## src/rtl/snf_pkg.sv

```systemverilog
// types, constants and register codes of the nearest target follower
// no dependencies; used by every other file of the block but the macros header
`default_nettype none
package snf_pkg;

  localparam int unsigned RangeW  = 16;
  localparam int unsigned AngleW  = 20;
  localparam int unsigned StartW  = 19;
  localparam int unsigned StepW   = 16;
  localparam int unsigned SpeedW  = 16;
  localparam int unsigned CfgIdxW = 2;
  localparam int unsigned CfgDatW = 19;

  localparam logic [RangeW-1:0]        MAX_RANGE_RST = 16'hFFFF;
  localparam logic [6:0]               SPEED_NUM     = 7'd77;
  localparam logic [14:0]              TWO_Q88       = 15'd512;
  localparam logic [14:0]              THREE_Q88     = 15'd768;
  localparam logic [SpeedW-1:0]        ONE_Q88       = 16'd256;
  localparam logic [RangeW-1:0]        TWO_Q88_DIST  = 16'd512;
  localparam logic signed [AngleW-1:0] DEAD_BAND     = 20'sd1966;
  localparam logic signed [AngleW-1:0] ANGLE_MAX     = 20'sd524287;
  localparam logic signed [AngleW-1:0] ANGLE_FLOOR   = -20'sd524288;

  typedef enum logic [CfgIdxW-1:0] {
    CFG_MAX_RANGE   = 2'd0,
    CFG_START_ANGLE = 2'd1,
    CFG_ANGLE_STEP  = 2'd2
  } cfg_idx_t;

  typedef struct packed {
    logic [RangeW-1:0]        max_range;
    logic signed [StartW-1:0] start_angle;
    logic [StepW-1:0]         angle_step;
  } snf_cfg_t;

  typedef struct packed {
    logic [RangeW-1:0]        distance;
    logic signed [AngleW-1:0] angle;
  } snf_near_t;

endpackage
`default_nettype wire

```

## src/rtl/snf_track.sv

```systemverilog
// per-scan state: nearest distance, its angle and the beam angle accumulator
// depends on snf_pkg
`default_nettype none
module snf_track import snf_pkg::*; (
  input  wire logic              clk,
  input  wire logic              rst_n,
  input  wire snf_cfg_t          cfg,
  input  wire logic              fire,
  input  wire logic [RangeW-1:0] sample,
  input  wire logic              last,
  output snf_near_t              near_upd
);

  logic [RangeW-1:0]        dist_r;
  logic signed [AngleW-1:0] near_ang_r;
  logic signed [AngleW-1:0] cur_ang_r;
  logic signed [AngleW-1:0] cur_ang_nxt;
  logic signed [AngleW:0]   ang_sum;

  // strict compare keeps the first sample on ties
  always_comb begin
    if (sample < dist_r) begin
      near_upd.distance = sample;
      near_upd.angle    = cur_ang_r;
    end else begin
      near_upd.distance = dist_r;
      near_upd.angle    = near_ang_r;
    end
  end

  // step is never negative, so only the upper end saturates
  assign ang_sum     = {cur_ang_r[AngleW-1], cur_ang_r} + $signed({1'b0, 4'b0, cfg.angle_step});
  assign cur_ang_nxt = (ang_sum > $signed({ANGLE_MAX[AngleW-1], ANGLE_MAX})) ? ANGLE_MAX
                                                                             : ang_sum[AngleW-1:0];

  always_ff @(posedge clk) begin
    if (!rst_n) begin
      dist_r     <= MAX_RANGE_RST;
      near_ang_r <= '0;
      cur_ang_r  <= '0;
    end else if (fire) begin
      if (last) begin
        // rearm for the next scan
        dist_r     <= cfg.max_range;
        near_ang_r <= '0;
        cur_ang_r  <= {cfg.start_angle[StartW-1], cfg.start_angle};
      end else begin
        dist_r     <= near_upd.distance;
        near_ang_r <= near_upd.angle;
        cur_ang_r  <= cur_ang_nxt;
      end
    end
  end

endmodule
`default_nettype wire

```

## config.mk

```make
export PLATFORM = sky130hd
export DESIGN_NAME = snf_track
export DESIGN_NICKNAME = d
export VERILOG_FILES = /design/src/rtl/snf_pkg.sv /design/src/rtl/snf_track.sv
export SDC_FILE = /design/constraint.sdc
export NUM_CORES = 1
export LEC_CHECK = 0
export BUFFER_PORTS_ARGS = -buffer_cell sky130_fd_sc_hd__buf_4
export CAP_MARGIN = 20
export CORE_ASPECT_RATIO = 1.1
export CORE_MARGIN = 2
export CORE_UTILIZATION = 37
export CTS_CLUSTER_DIAMETER = 150
export CTS_CLUSTER_SIZE = 30
export DETAILED_ROUTE_END_ITERATION = 6
export GPL_TIMING_DRIVEN = 1
export HOLD_SLACK_MARGIN = 0.12
export PLACE_DENSITY_LB_ADDON = 0.1
export RECOVER_POWER = 100
export SKIP_CTS_REPAIR_TIMING = 1
export SLEW_MARGIN = 20
export SYNTH_ARGS = -nofsm -noshare
export SYNTH_HDL_FRONTEND = slang
export SYNTH_SLANG_ARGS = --single-unit
export TNS_END_PERCENT = 100
```

## constraint.sdc

```tcl
create_clock -name clk -period 6.3 [get_ports clk]
set_clock_uncertainty 0.1 [all_clocks]
set_input_delay 0.945 -clock clk [delete_from_list [all_inputs] [get_ports clk]]
set_output_delay 0.945 -clock clk [all_outputs]
set_load 0.03 [all_outputs]
```

==> out/results.ini <==
[outcome]
status = complete, but fails checks
failed_checks = capacitance limit, slew limit

[yosys]
ys_types = 59
syn_area_um2 = 3870
ys.flop_type = dfxtp_1
yosysSeqAreaShare_pct = 28.9
syn_inst = 459
synth_most_common_cell = dfxtp_1
yosysWarnings = 0
syn_nets = 562
yosys-top-cells-area = dfxtp_1 29%, ha_1 10%, mux2_2 5.8%
synth.top_cell.area_share_pct = 28.9
async_flop_share_pct = 0
synth-seq-cells = 56
synthTopCellsByCount = 56 x dfxtp_1, 53 x nand2_1, 39 x o21ai_0, 31 x ha_1, 29 x a21oi_1
avgSynthCellArea_um2 = 8.44
synth_edf_count = 0
synth.largest_area_cell = dfxtp_1

[global_routing]
grt-ovfl-total = 0
grt_pass1_vias = 3677
grt_pass1_wl_mm = 18.2
grt_util_all_layers_pct = 20.1
grt_max_degree = 58
antenna_found_initial = 0

[worst_setup_path]
cp-start-kind = input pin
crit_required_ps = 6400
cp.arrival_ps = 4950
crit_path_end_kind = register
r2r_cells = 7
critical_path_class = in -> reg
cp_max_fo = 11

[cts]
worstSkewPairLatency_ps = 300
cts_root_buf = clkbuf_16
clock_path_buffers = 2
clkTransAtPathRegs_ps = 70
htree_levels = 2
tritoncts = done
cts-buffers-inserted = 5
cts.sinks = 56

[detailed_routing]
dr_total_vias = 3766
drt_wl_total_mm = 11.6
drt-vias-per-instance = 5.45
dr_wl_met3_um = 713
drtPass1Iterations = 4
drc_errors = 0
ant_nets = 0
wl_met1_mm = 5.16
top_layer = met4
detail_route.iter0.violations = 204
wl_met2_mm = 5.58
wire_per_inst_um = 16.8

[sta]
finalSetupViolations = 0
fmax_ghz = 0.206
fin_crit_ps = 4840
fin_crit_sh_pct = 76.9
finalSetupTns_ps = 0
drv_slew = 12
worst_pin_slew_ps = 2510
rsz0062_at_grt = no
hold_violations = 0
slew_headroom_pct = -69.3

[power_and_ir_drop]
finalPower_uw = 1070
leakage_uw = 0.00212
power_density_nw_per_um2 = 226
ir_drop_uv = 107

[die]
io_pins = 107
core-area_um2 = 10300
die_x_um = 102
rows = 39
die_h_um = 111
initial_core_util_pct = 37.6
dieArea_um2 = 11300

[placement]
gp_congestion = 0.822
port_buffers = 106
dp_hpwl_mm = 8.31

[worst_hold_path]
min_path_cells = 2
hp-class = reg -> reg

[run]
maxCapViolCount = 1

[layout]
nNetsFinal = 650
antenna_cells = 0
area_growth_pct = 21.8
drive_above_1_share_pct = 20.4

[metal layers]
metal / vias to the layer above / global-route usage [%]
met1: 1743 / 25.8
met2: 116 / 34.5
met5: - / 0
li1: 1897 / -
met4: 0 / 5.77
met3: 10 / 3.28
[kinds of logic after synthesis]
| group | Yosys count | synth area share (%) |
|---|---|---|
| xor+xnor | 12 | 2.71 |
| fa+ha+maj | 32 | 10.5 |
| mux | 21 | 6.07 |
| flops | 56 | 28.9 |
| compound gates | 165 | 31.0 |
| simple gates | 120 | 14.6 |
| buf+inv | 53 | 6.14 |
[per-stage QoR]
| stage | util (%) | hold slack, ps | setup WS, ps | instances | cell area (um2) |
|---|---|---|---|---|---|
| finish | 45.8 | 377 | 1460 | 691 | 4720 |
| global route | 45.8 | 393 | 1270 | 691 | 4720 |
| CTS | 47.3 | 383 | 1840 | 691 | 4870 |
| detailed placement | 45.9 | 371 | 1840 | 683 | 4730 |
| global placement | 45.9 | 362 | 1880 | 683 | 4730 |
| floorplan | - | 340 | 2390 | 459 | 3870 |
[cell type report]
cell class                 count  area, um2
sequential                    56       1120
timing repair buffer         107        664
fill                        1070       5580
tap                          143        179
clock buffer                   8        146
inverter                      27        101
multi-input combinational    350       2500
[power breakdown]
part           leakage (uW)  total (uW)  switching, uW  internal [uW]
combinational       0.00159         376            232            145
clock             0.0000712         293            134            159
sequential         0.000459         399           20.3            379
total               0.00212        1070            386            683
[worst max-delay path: stages]
cell and delay [ps]:
clkbuf_4 110, ha_1 390, a21oi_1 140, nand2_1 100, a31oi_1 180, o311ai_0 1990
nor2_1 710, o211ai_1 370
[cells in the final DEF, fill, tap and decap left out, types with 2 or more instances in the layout]
cell type  synthesis  routed
o211a_1            2       2
o21ai_0           39      40
nor3_1             4       4
nor2_1            14      15
nand4_1            3       3
o211ai_1          10      10
o21bai_1           4       4
a21oi_1           29      29
o21ai_2            2       2
a21o_1             8       8
o221a_1            7       7
inv_1             26      26
clkbuf_1          10      39
o21a_1             4       4
xor2_1             5       5
dfxtp_1           56      56
nand3_1           22      22
a21boi_0           2       2
a31oi_1            7       7
mux2_2            20      20
buf_4              4      69
or3_1              2       2
nor2b_1            5       5
o221a_2            8       8
o22ai_1            2       2
and2_1             3       2
clkbuf_16          0       5
nand2b_1           7       7
o311ai_0           0       4
ha_1              31      31
o221ai_1           6       6
o21ai_1            3       2
nand2_1           53      54
a32o_1            17      17
xnor2_1            7       7
[final timing paths]
path                                    start  slack (ps)       endpoint
worst max-delay path                  cfg[13]        1460  cur_ang_r[14]
worst min-delay path             cur_ang_r[8]         380   cur_ang_r[8]
worst min register to register   cur_ang_r[8]         380   cur_ang_r[8]
worst max register to register  cur_ang_r[13]        1870  cur_ang_r[14]
[registers in the layout, summed over array words and instances (netlist names)]
signal and count:
near_ang_r 20, cur_ang_r 20, dist_r 16
Note: power is estimated with default switching activity, not from simulation.
