--- src/rtl/snf_pkg.sv ---
// types, constants and register codes of the nearest target follower
// no dependencies; used by every other file of the block but the macros header
`default_nettype none
package snf_pkg;

  localparam int unsigned RangeW  = 16;
  localparam int unsigned AngleW  = 20;
  localparam int unsigned StartW  = 19;
  localparam int unsigned StepW   = 16;
  localparam int unsigned SpeedW  = 16;
  localparam int unsigned CfgIdxW = 2;
  localparam int unsigned CfgDatW = 19;

  localparam logic [RangeW-1:0]        MAX_RANGE_RST = 16'hFFFF;
  localparam logic [6:0]               SPEED_NUM     = 7'd77;
  localparam logic [14:0]              TWO_Q88       = 15'd512;
  localparam logic [14:0]              THREE_Q88     = 15'd768;
  localparam logic [SpeedW-1:0]        ONE_Q88       = 16'd256;
  localparam logic [RangeW-1:0]        TWO_Q88_DIST  = 16'd512;
  localparam logic signed [AngleW-1:0] DEAD_BAND     = 20'sd1966;
  localparam logic signed [AngleW-1:0] ANGLE_MAX     = 20'sd524287;
  localparam logic signed [AngleW-1:0] ANGLE_FLOOR   = -20'sd524288;

  typedef enum logic [CfgIdxW-1:0] {
    CFG_MAX_RANGE   = 2'd0,
    CFG_START_ANGLE = 2'd1,
    CFG_ANGLE_STEP  = 2'd2
  } cfg_idx_t;

  typedef struct packed {
    logic [RangeW-1:0]        max_range;
    logic signed [StartW-1:0] start_angle;
    logic [StepW-1:0]         angle_step;
  } snf_cfg_t;

  typedef struct packed {
    logic [RangeW-1:0]        distance;
    logic signed [AngleW-1:0] angle;
  } snf_near_t;

endpackage
`default_nettype wire

--- src/rtl/snf_cmd.sv ---
// drive command from the nearest target: linear speed and turn rate
// depends on snf_pkg
`default_nettype none
module snf_cmd import snf_pkg::*; (
  input  wire snf_near_t              near,
  input  wire logic [RangeW-1:0]      max_range,
  output logic [SpeedW-1:0]           linear_speed,
  output logic signed [AngleW-1:0]    turn_rate
);

  logic [22:0]              prod;
  logic [14:0]              speed_raw;
  logic signed [AngleW+1:0] neg_dbl;
  logic                     dead;

  // 0.3 taken as 77/256
  assign prod      = 23'(near.distance) * 23'(SPEED_NUM);
  assign speed_raw = prod[22:8];

  always_comb begin
    if (near.distance >= max_range || near.distance < TWO_Q88_DIST) begin
      linear_speed = '0;
    end else if (speed_raw > TWO_Q88 && speed_raw < THREE_Q88) begin
      linear_speed = ONE_Q88;
    end else begin
      linear_speed = {1'b0, speed_raw};
    end
  end

  assign dead    = (near.angle >= -DEAD_BAND) && (near.angle <= DEAD_BAND);
  assign neg_dbl = -$signed({near.angle[AngleW-1], near.angle, 1'b0});

  always_comb begin
    if (dead) begin
      turn_rate = '0;
    end else if (neg_dbl > $signed({{2{ANGLE_MAX[AngleW-1]}}, ANGLE_MAX})) begin
      turn_rate = ANGLE_MAX;
    end else if (neg_dbl < $signed({{2{ANGLE_FLOOR[AngleW-1]}}, ANGLE_FLOOR})) begin
      turn_rate = ANGLE_FLOOR;
    end else begin
      turn_rate = neg_dbl[AngleW-1:0];
    end
  end

endmodule
`default_nettype wire

--- config.mk ---
export PLATFORM = sky130hd
export DESIGN_NAME = snf_cmd
export DESIGN_NICKNAME = d
export VERILOG_FILES = /design/src/rtl/snf_pkg.sv /design/src/rtl/snf_cmd.sv
export SDC_FILE = /design/constraint.sdc
export NUM_CORES = 1
export LEC_CHECK = 0
export BUFFER_PORTS_ARGS = -buffer_cell sky130_fd_sc_hd__buf_2
export CAP_MARGIN = 10
export CORE_MARGIN = 4
export CORE_UTILIZATION = 35
export DETAILED_ROUTE_END_ITERATION = 16
export GPL_TIMING_DRIVEN = 0
export PLACE_DENSITY = 0.68
export SYNTH_ARGS = -nofsm -noshare
export SYNTH_HDL_FRONTEND = slang
export SYNTH_SLANG_ARGS = --single-unit
--- constraint.sdc ---
create_clock -name vclk -period 10.33
set_input_delay 1.033 -clock vclk [all_inputs]
set_output_delay 1.033 -clock vclk [all_outputs]
set_load 0.02 [all_outputs]
==> results of run 1 <==
layer usage:
layer	vias up	routed length, um	share of wire, %
li1	1715	-	-
met1	1501	3770	47
met2	51	3980	50
met3	0	281	3.5
met4	0	0	0
met5	-	0	0
worst min path at each step:
| stage | from | endpoint | slack (ns) |
|---|---|---|---|
| finish | near[0] | turn_rate[1] | 2.49 |
| global placement | near[0] | turn_rate[1] | 2.47 |
| CTS | near[0] | turn_rate[1] | 2.50 |
| global route | near[0] | turn_rate[1] | 2.52 |
| detailed placement | near[0] | turn_rate[1] | 2.50 |
| floorplan | near[19] | turn_rate[0] | 2.22 |
tightest hold or removal path, cell delays in order:
cell and delay (ns):
buf_2 0.12, o31a_1 0.14, buf_2 0.16
power by group through the flow:
stage	Clock (mW)	Combinational (mW)	Sequential, mW
after detailed placement	0	0.576	0
after floorplan	0	0.432	0
after CTS	0	0.579	0
after global routing	0	0.661	0
final	0	0.575	0
after global placement	0	0.565	0
kinds of logic after synthesis:
kind of cell | share of synthesized area, %
and+or+nand+nor | 21.8
adders and majority gates | 43.4
buffers and inverters | 10.2
AOI/OAI and AO/OA | 17.5
xor gates and xnor gates | 7.02
other | 0.111
synthesized netlist by cell type (3+ instances only):
cell type and count:
nor3_1 15, a21o_1 12, xor2_1 12, o21a_1 3
nand3_1 6, o21ai_0 11, nor2_1 21, and2_1 3
or3_1 7, fa_1 23, nand2_1 62, o31a_1 3
o211ai_1 4, nand4_1 8, nor4_1 4, o31ai_1 4
or4_4 3, a21oi_1 24, a41oi_1 4, xnor2_1 15
inv_1 77, a31oi_1 3, ha_1 80, buf_2 5
area by class of cell:
| class | instances | area (um^2) | share of cell area (%) |
|---|---|---|---|
| Timing Repair Buffer | 87 | 435 | 11.0 |
| Inverter | 78 | 293 | 7.38 |
| Buffer | 9 | 51.3 | 1.29 |
| Multi-Input combinational cell | 361 | 3030 | 76.3 |
| Tap cell | 129 | 161 | 4.07 |
stage by stage:
stage | hold slack, ns | util, %
after floorplan | 2.22 | -
after global routing | 2.52 | 42.7
after CTS | 2.50 | 42.7
final | 2.49 | 42.7
after detailed placement | 2.50 | 42.7
after global placement | 2.47 | 42.7
==> results.sh, run 1 <==
export IMPL_outcome="finished clean"
export IMPL_placed_cell_area_um2=3970
export IMPL_fin_ws_ns=3.55
export IMPL_design_area_um2=3970
export IMPL_ctsHoldBuffers=0
export IMPL_cts_resized=0
export IMPL_nFillCells=961
export IMPL_gp_congestion=0.853
export IMPL_setup_viol=0
export IMPL_internal_power_mw=0.220
export IMPL_use_met1_pct=18.5
export IMPL_use_met3_pct=1.28
export IMPL_switching_share_pct=61.8
export IMPL_grt_max_degree=11
export IMPL_placed_cells=664
export IMPL_combPwrFrac_pct=100.0
export IMPL_cp_buffers_inverters=6
export IMPL_yosys_warnings=0
export IMPL_pre_cts_ws_ns=3.55
export IMPL_criticalPathCategory="in2out"
export IMPL_drv_slew=0
export IMPL_grt_usage_pct=14.4
export IMPL_row_count=35
export IMPL_dp_hpwl_mm=7.18
export IMPL_syn_nets=603
export IMPL_hp_class="in2out"
export IMPL_route_detailed_drc=0
export IMPL_vdd_drop_max_uv=97.9
export IMPL_fin_crit_sh_pct=65.6
export IMPL_use_met2_pct=27.6
export IMPL_die_h_um=106
export IMPL_worst_pin_slew_ns=0.715
export IMPL_syn_avg_cell_area_um2=7.52
export IMPL_cp_top_family="adder cells"
export IMPL_grt_busiest_layer="met2"
export IMPL_total_power_mw=0.575
export IMPL_synthTopCellsByArea="ha_1 30%, fa_1 14%, inv_1 8.6%"
export IMPL_pwr_share_clk_pct=0
export IMPL_startpoint="near[30]"
export IMPL_overflow=0
export IMPL_crit_chain="buf_2, inv_1, ha_1, ha_1, fa_1, inv_1, fa_1, inv_1, ha_1, clkbuf_1, nand2_1, o21a_1, o31ai_2, o21ai_0, a21boi_0, o2111ai_1, nor4_2, nor3_1, buf_2"
export IMPL_via_per_inst=4.92
export IMPL_critPathRequiredTime_ns=9.30
export IMPL_drtAntennaViolNets=0
export IMPL_drt_pass1_iterations=6
export IMPL_start_kind="input pin"
export IMPL_p_leak_nw=2.21
export IMPL_rsz0062_at_grt="no"
export IMPL_endpoint_kind="output pin"
export IMPL_cts_setup_buffers=0
export IMPL_synth_top_area_share_pct=29.7
export IMPL_max_stage_delay_ns=0.54
export IMPL_grt_pass1_vias=3369
export IMPL_clkbuf_count=0
export IMPL_start_util_pct=36.3
export IMPL_io_pins=88
export IMPL_mostFrequentLayoutCells="92 x buf_2, 80 x ha_1, 77 x inv_1"
export IMPL_final_layout_size_suffix_gt1_share_pct=21.1
export IMPL_finalNetCount=692
export IMPL_fmax_mhz=148
export IMPL_drv_cap=0
export IMPL_pwr_share_seq_pct=0
export IMPL_ys_types=55
export IMPL_layout_commonest_cell="buf_2"
export IMPL_routed_wl_mm=8.04
export IMPL_p_switching_mw=0.355
export IMPL_die_area_um2=11300
export IMPL_nFlopsAndLatches=0
export IMPL_io_buffers=87
export IMPL_stdcell_count=664
export IMPL_antenna_found_initial=0
export IMPL_crit_end="linear_speed[2]"
export IMPL_coreArea_um2=9280
export IMPL_relSlewSlack_pct=52.3
export IMPL_syn_to_final_growth_pct=17.7
export IMPL_num_vias=3267
export IMPL_diodes=0
export IMPL_p_per_area_nw_per_um2=145
export IMPL_yosysSeqAreaShare_pct=0
export IMPL_seqCellArea_um2=0
export IMPL_critPathArrivalTime_ns=5.74
export IMPL_drtIter0Drc=102
export IMPL_hold_violations=0
export IMPL_syn_area_um2=3370
export IMPL_slowest_stage="fa_1"
export IMPL_detail_route_wl_per_cell_um=12.1
export IMPL_synth_top_area_cell="ha_1"
export IMPL_grt_pass1_wl_mm=14.3
export IMPL_crit_fanout=9
export IMPL_synthCells=448
export IMPL_cp_depth=19
export IMPL_layout_min_cycle_time_ns=6.78
export IMPL_finalSetupTns_ns=0
export IMPL_hold_depth=3
export IMPL_die_x_um=106
Note: power is estimated with default switching activity, not from simulation.
==> run 2: changes to the inputs <==
--- a/config.mk
+++ b/config.mk
@@ -5,13 +5,14 @@
 export SDC_FILE = /design/constraint.sdc
 export NUM_CORES = 1
 export LEC_CHECK = 0
+export ABC_AREA = 1
 export BUFFER_PORTS_ARGS = -buffer_cell sky130_fd_sc_hd__buf_2
 export CAP_MARGIN = 10
 export CORE_MARGIN = 4
 export CORE_UTILIZATION = 35
 export DETAILED_ROUTE_END_ITERATION = 16
 export GPL_TIMING_DRIVEN = 0
-export PLACE_DENSITY = 0.68
+export PLACE_DENSITY = 0.69
 export SYNTH_ARGS = -nofsm -noshare
 export SYNTH_HDL_FRONTEND = slang
 export SYNTH_SLANG_ARGS = --single-unit
==> constraint.sdc (replaced) <==
create_clock -name vclk -period 5.6
set_input_delay 0.56 -clock vclk [all_inputs]
set_output_delay 0.56 -clock vclk [all_outputs]
set_load 0.02 [all_outputs]
==> run 2 against run 1 <==
Combinational power rose by 95%; critical path depth rose by 4; critical path type unchanged; highest routed layer unchanged; final cell count rose by 24%; non-clock buffer count fell by 4; synthesized area rose by 12%; largest cell class unchanged; die area rose by 11%; sequential share of layout area did not move; first-iteration DRC count rose by 97%.
==> results.sh, run 2 <==
export IMPL_num_vias=3720
export IMPL_synth_common_cells="153 x nand2_1, 135 x inv_1, 80 x ha_1, 45 x nor2_1, 36 x nand3_1"
export IMPL_syn_nets=755
export IMPL_ys_types=38
export IMPL_detail_route_wl_per_cell_um=10.8
export IMPL_routed_wl_mm=8.86
export IMPL_final_layout_size_suffix_gt1_share_pct=15.7
export IMPL_synth_top_area_share_pct=26.5
export IMPL_fmax_mhz=199
export IMPL_cts_setup_buffers=0
export IMPL_via_per_inst=4.52
export IMPL_finalNetCount=844
export IMPL_row_count=37
export IMPL_endpoint_kind="output pin"
export IMPL_synthTopCellsByArea="ha_1 27%, nand2_1 15%, inv_1 13%"
export IMPL_criticalPathCategory="in2out"
export IMPL_dp_hpwl_mm=8.12
export IMPL_grt_pass1_vias=3538
export IMPL_setup_viol=0
export IMPL_ctsHoldBuffers=0
export IMPL_syn_avg_cell_area_um2=6.29
export IMPL_pre_cts_ws_ns=0.526
export IMPL_critPathArrivalTime_ns=4.47
export IMPL_synth_top_area_cell="ha_1"
export IMPL_drv_cap=0
export IMPL_drt_pass1_iterations=5
export IMPL_nFlopsAndLatches=0
export IMPL_overflow=0
export IMPL_die_area_um2=12500
export IMPL_placed_cell_area_um2=4380
export IMPL_grt_max_degree=11
export IMPL_critPathRequiredTime_ns=5.04
export IMPL_vdd_drop_max_uv=119
export IMPL_hp_class="in2out"
export IMPL_nFillCells=1149
export IMPL_layout_min_cycle_time_ns=5.03
export IMPL_rsz0062_at_grt="no"
export IMPL_seqCellArea_um2=0
export IMPL_crit_fanout=9
export IMPL_yosysSeqAreaShare_pct=0
export IMPL_die_h_um=112
export IMPL_drtIter0Drc=201
export IMPL_yosysMostFrequentCell="nand2_1"
export IMPL_fin_crit_sh_pct=89.8
export IMPL_layout_commonest_cell="nand2_1"
export IMPL_hold_violations=0
export IMPL_fin_ws_ns=0.572
export IMPL_p_leak_nw=2.69
export IMPL_die_x_um=112
export IMPL_grt_pass1_wl_mm=15.7
export IMPL_gp_congestion=0.858
export IMPL_syn_to_final_growth_pct=16.1
export IMPL_route_detailed_drc=0
export IMPL_start_util_pct=36.2
export IMPL_finalSetupTns_ns=0
export IMPL_antenna_found_initial=0
export IMPL_coreArea_um2=10400
export IMPL_cts_resized=0
export IMPL_syn_area_um2=3770
export IMPL_outcome="finished clean"
export IMPL_mostFrequentLayoutCells="153 x nand2_1, 135 x inv_1, 89 x buf_2"
export IMPL_drv_slew=0
export IMPL_start_kind="input pin"
export IMPL_design_area_um2=4380
export IMPL_io_buffers=87
export IMPL_stdcell_count=823
export IMPL_yosys_warnings=0
export IMPL_drtAntennaViolNets=0
export IMPL_io_pins=88
export IMPL_synthCells=600
export IMPL_p_per_area_nw_per_um2=256
export IMPL_grt_usage_pct=14.2
export IMPL_clkbuf_count=0
export IMPL_placed_cells=823
export IMPL_diodes=0
run 2: path summary, 6_finish.rpt:
path	slack (ns)	depth (start not counted)	to	start
max	0.57	23	linear_speed[5]	near[30]
min	1.59	4	turn_rate[1]	near[0]
run 2: report_power, final:
part           switching, mW  internal (mW)  leakage, nW
registers                  0              0            0
logic                  0.722          0.400         2.69
clock network              0              0            0
run 2: routing by layer:
metal,GRT usage [%],routed length [um],up-vias
li1,-,-,2062
met1,20.4,4410,1587
met2,25.5,4070,71
met3,0.272,378,0
met4,0,0,0
met5,0,0,-
run 2: through the flow:
| step | power [mW] | hold WS [ns] | util [%] |
|---|---|---|---|
| final | 1.12 | 1.59 | 42.0 |
| after detailed placement | 1.13 | 1.59 | 42.0 |
| after global placement | 1.12 | 1.59 | 42.0 |
| after CTS | 1.14 | 1.59 | 42.0 |
| after floorplan | 0.835 | 1.31 | - |
| after global routing | 1.31 | 1.64 | 42.0 |
run 2: area by class of cell:
class | count | area [um^2] | share of cell area (%)
buffer | 5 | 40.0 | 0.915
multi-input combinational | 457 | 3210 | 73.4
timing repair buffer | 87 | 435 | 9.95
inverter | 138 | 518 | 11.8
tap | 136 | 170 | 3.89
run 2: critical path, cell delays in order:
cell and delay (ns):
buf_2 0.14, inv_1 0.11, ha_1 0.31, ha_1 0.30
fa_1 0.54, inv_1 0.05, fa_1 0.50, inv_1 0.04
ha_1 0.35, nand2_1 0.11, nor2_1 0.15, inv_1 0.09
nor3_1 0.13, nand2_1 0.11, nand2_1 0.07, nand2_1 0.04
nand2_1 0.08, nand3_1 0.08, nor2_1 0.11, nand3_1 0.11
nand2_1 0.24, nor2_1 0.09, buf_2 0.17
run 2: cells by family after synthesis:
group                      after synthesis  synth area share, %
and+or+nand+nor                        285                 34.8
buffers and inverters                  143                 14.8
adders and majority gates              103                 38.8
AOI/OAI and AO/OA                       52                 7.80
xor gates and xnor gates                16                 3.72
other                                    1               0.0994
==> run 3: changes to the inputs <==
--- a/config.mk
+++ b/config.mk
@@ -12,7 +12,7 @@
 export CORE_UTILIZATION = 35
 export DETAILED_ROUTE_END_ITERATION = 16
 export GPL_TIMING_DRIVEN = 0
-export PLACE_DENSITY = 0.69
+export PLACE_DENSITY_LB_ADDON = 0.05
 export SYNTH_ARGS = -nofsm -noshare
 export SYNTH_HDL_FRONTEND = slang
 export SYNTH_SLANG_ARGS = --single-unit
==> run 3 against run 2 <==
Final cell count stayed put; global-route usage is 1.0 points higher; combinational power hardly changed; critical path depth stayed put; fmax hardly changed; non-clock buffer count stayed put; sequential cell count stayed put; die area stayed put; cell area stayed put; routed wire length is 7.8% higher; critical endpoint is now linear_speed[3].
==> results.sh, run 3 (synthesized netlist as in run 2, its figures left out) <==
export IMPL_outcome="finished clean"
export IMPL_clkbuf_count=0
export IMPL_hp_class="in2out"
export IMPL_diodes=0
export IMPL_die_x_um=112
export IMPL_cts_setup_buffers=0
export IMPL_total_power_mw=1.12
export IMPL_layout_commonest_cell="nand2_1"
export IMPL_fin_ws_ns=0.576
export IMPL_drv_slew=0
export IMPL_dp_hpwl_mm=8.81
export IMPL_holdPathEnd="turn_rate[16]"
export IMPL_crit_fanout=9
export IMPL_hold_violations=0
export IMPL_layout_min_cycle_time_ns=5.02
export IMPL_num_vias=3834
export IMPL_die_h_um=112
export IMPL_drv_cap=0
export IMPL_row_count=37
export IMPL_final_layout_size_suffix_gt1_share_pct=15.7
export IMPL_grt_pass1_wl_mm=16.8
export IMPL_grt_usage_pct=15.3
export IMPL_mostFrequentLayoutCells="153 x nand2_1, 135 x inv_1, 89 x buf_2"
export IMPL_cts_resized=0
export IMPL_fin_crit_sh_pct=89.7
export IMPL_start_util_pct=36.2
export IMPL_drtIter0Drc=92
export IMPL_detail_route_wl_per_cell_um=11.6
export IMPL_fmax_mhz=199
export IMPL_crit_chain="buf_2, inv_1, ha_1, ha_1, fa_1, inv_1, fa_1, inv_1, ha_1, nand2_1, nor2_1, inv_1, nor3_1, nand2_1, nand2_1, nand2_1, nand2_1, nand3_1, nor2_1, nand3_1, nand2_1, nor2_1, buf_2"
export IMPL_finalSetupTns_ns=0
export IMPL_max_stage_delay_ns=0.54
export IMPL_coreArea_um2=10400
export IMPL_grt_pass1_vias=3795
export IMPL_ctsHoldBuffers=0
export IMPL_drtAntennaViolNets=0
export IMPL_criticalPathCategory="in2out"
export IMPL_via_per_inst=4.66
export IMPL_grt_max_degree=11
export IMPL_vdd_drop_max_uv=114
export IMPL_endpoint_kind="output pin"
export IMPL_nFlopsAndLatches=0
export IMPL_hold_depth=5
export IMPL_gp_congestion=0.840
export IMPL_fin_hold_ws_ns=1.60
export IMPL_p_per_area_nw_per_um2=257
export IMPL_p_leak_nw=2.69
export IMPL_io_buffers=87
export IMPL_finalNetCount=844
export IMPL_rsz0062_at_grt="no"
export IMPL_routed_wl_mm=9.54
export IMPL_antenna_found_initial=0
export IMPL_crit_top_cell="nand2_1"
export IMPL_overflow=0
export IMPL_pre_cts_ws_ns=0.561
export IMPL_syn_to_final_growth_pct=16.1
export IMPL_die_area_um2=12500
export IMPL_seqCellArea_um2=0
export IMPL_start_kind="input pin"
export IMPL_critPathRequiredTime_ns=5.04
export IMPL_slowest_stage="fa_1"
export IMPL_hold_start="near[15]"
export IMPL_critPathArrivalTime_ns=4.46
export IMPL_route_detailed_drc=0
export IMPL_io_pins=88
export IMPL_setup_viol=0
export IMPL_drt_pass1_iterations=4
-- run 3: final cells by class --
| cell class | instances | area, um^2 |
|---|---|---|
| Multi-Input combinational cell | 457 | 3210 |
| Timing Repair Buffer | 87 | 435 |
| Tap cell | 136 | 170 |
| Inverter | 138 | 518 |
| Buffer | 5 | 40.0 |
| Fill cell | 1143 | 6040 |
-- run 3: worst max path at each step --
stage	cells past startpoint	slack, ns	endpoint	startpoint
floorplan	22	1.09	linear_speed[0]	near[30]
global placement	24	0.59	linear_speed[3]	near[30]
detailed placement	24	0.56	linear_speed[3]	near[30]
CTS	24	0.55	linear_speed[3]	near[30]
global route	24	0.18	linear_speed[3]	near[30]
finish	23	0.58	linear_speed[3]	near[30]
-- run 3: per-layer routing --
| metal | vias up | global-route usage (%) | wire length [um] |
|---|---|---|---|
| met2 | 76 | 30.8 | 4860 |
| met5 | - | 0 | 0 |
| met4 | 0 | 0 | 0 |
| met3 | 0 | 0.489 | 362 |
| li1 | 2068 | - | - |
| met1 | 1690 | 18.9 | 4320 |
-- run 3: critical path: cells and delay by family --
family | cells | cell delay, ns
fa+ha+maj | 5 | 2.00
buf+inv | 6 | 0.60
simple gates | 12 | 1.31
-- run 3: where the power goes --
part	internal (mW)	switching (mW)
registers	0	0
clock network	0	0
logic	0.401	0.723
total	0.401	0.723
-- run 3: per-stage QoR --
stage	cell area, um^2	util, %	instances
after floorplan	3770	-	600
after global placement	4380	42.0	823
after detailed placement	4380	42.0	823
after CTS	4380	42.0	823
after global routing	4380	42.0	823
final	4380	42.0	823
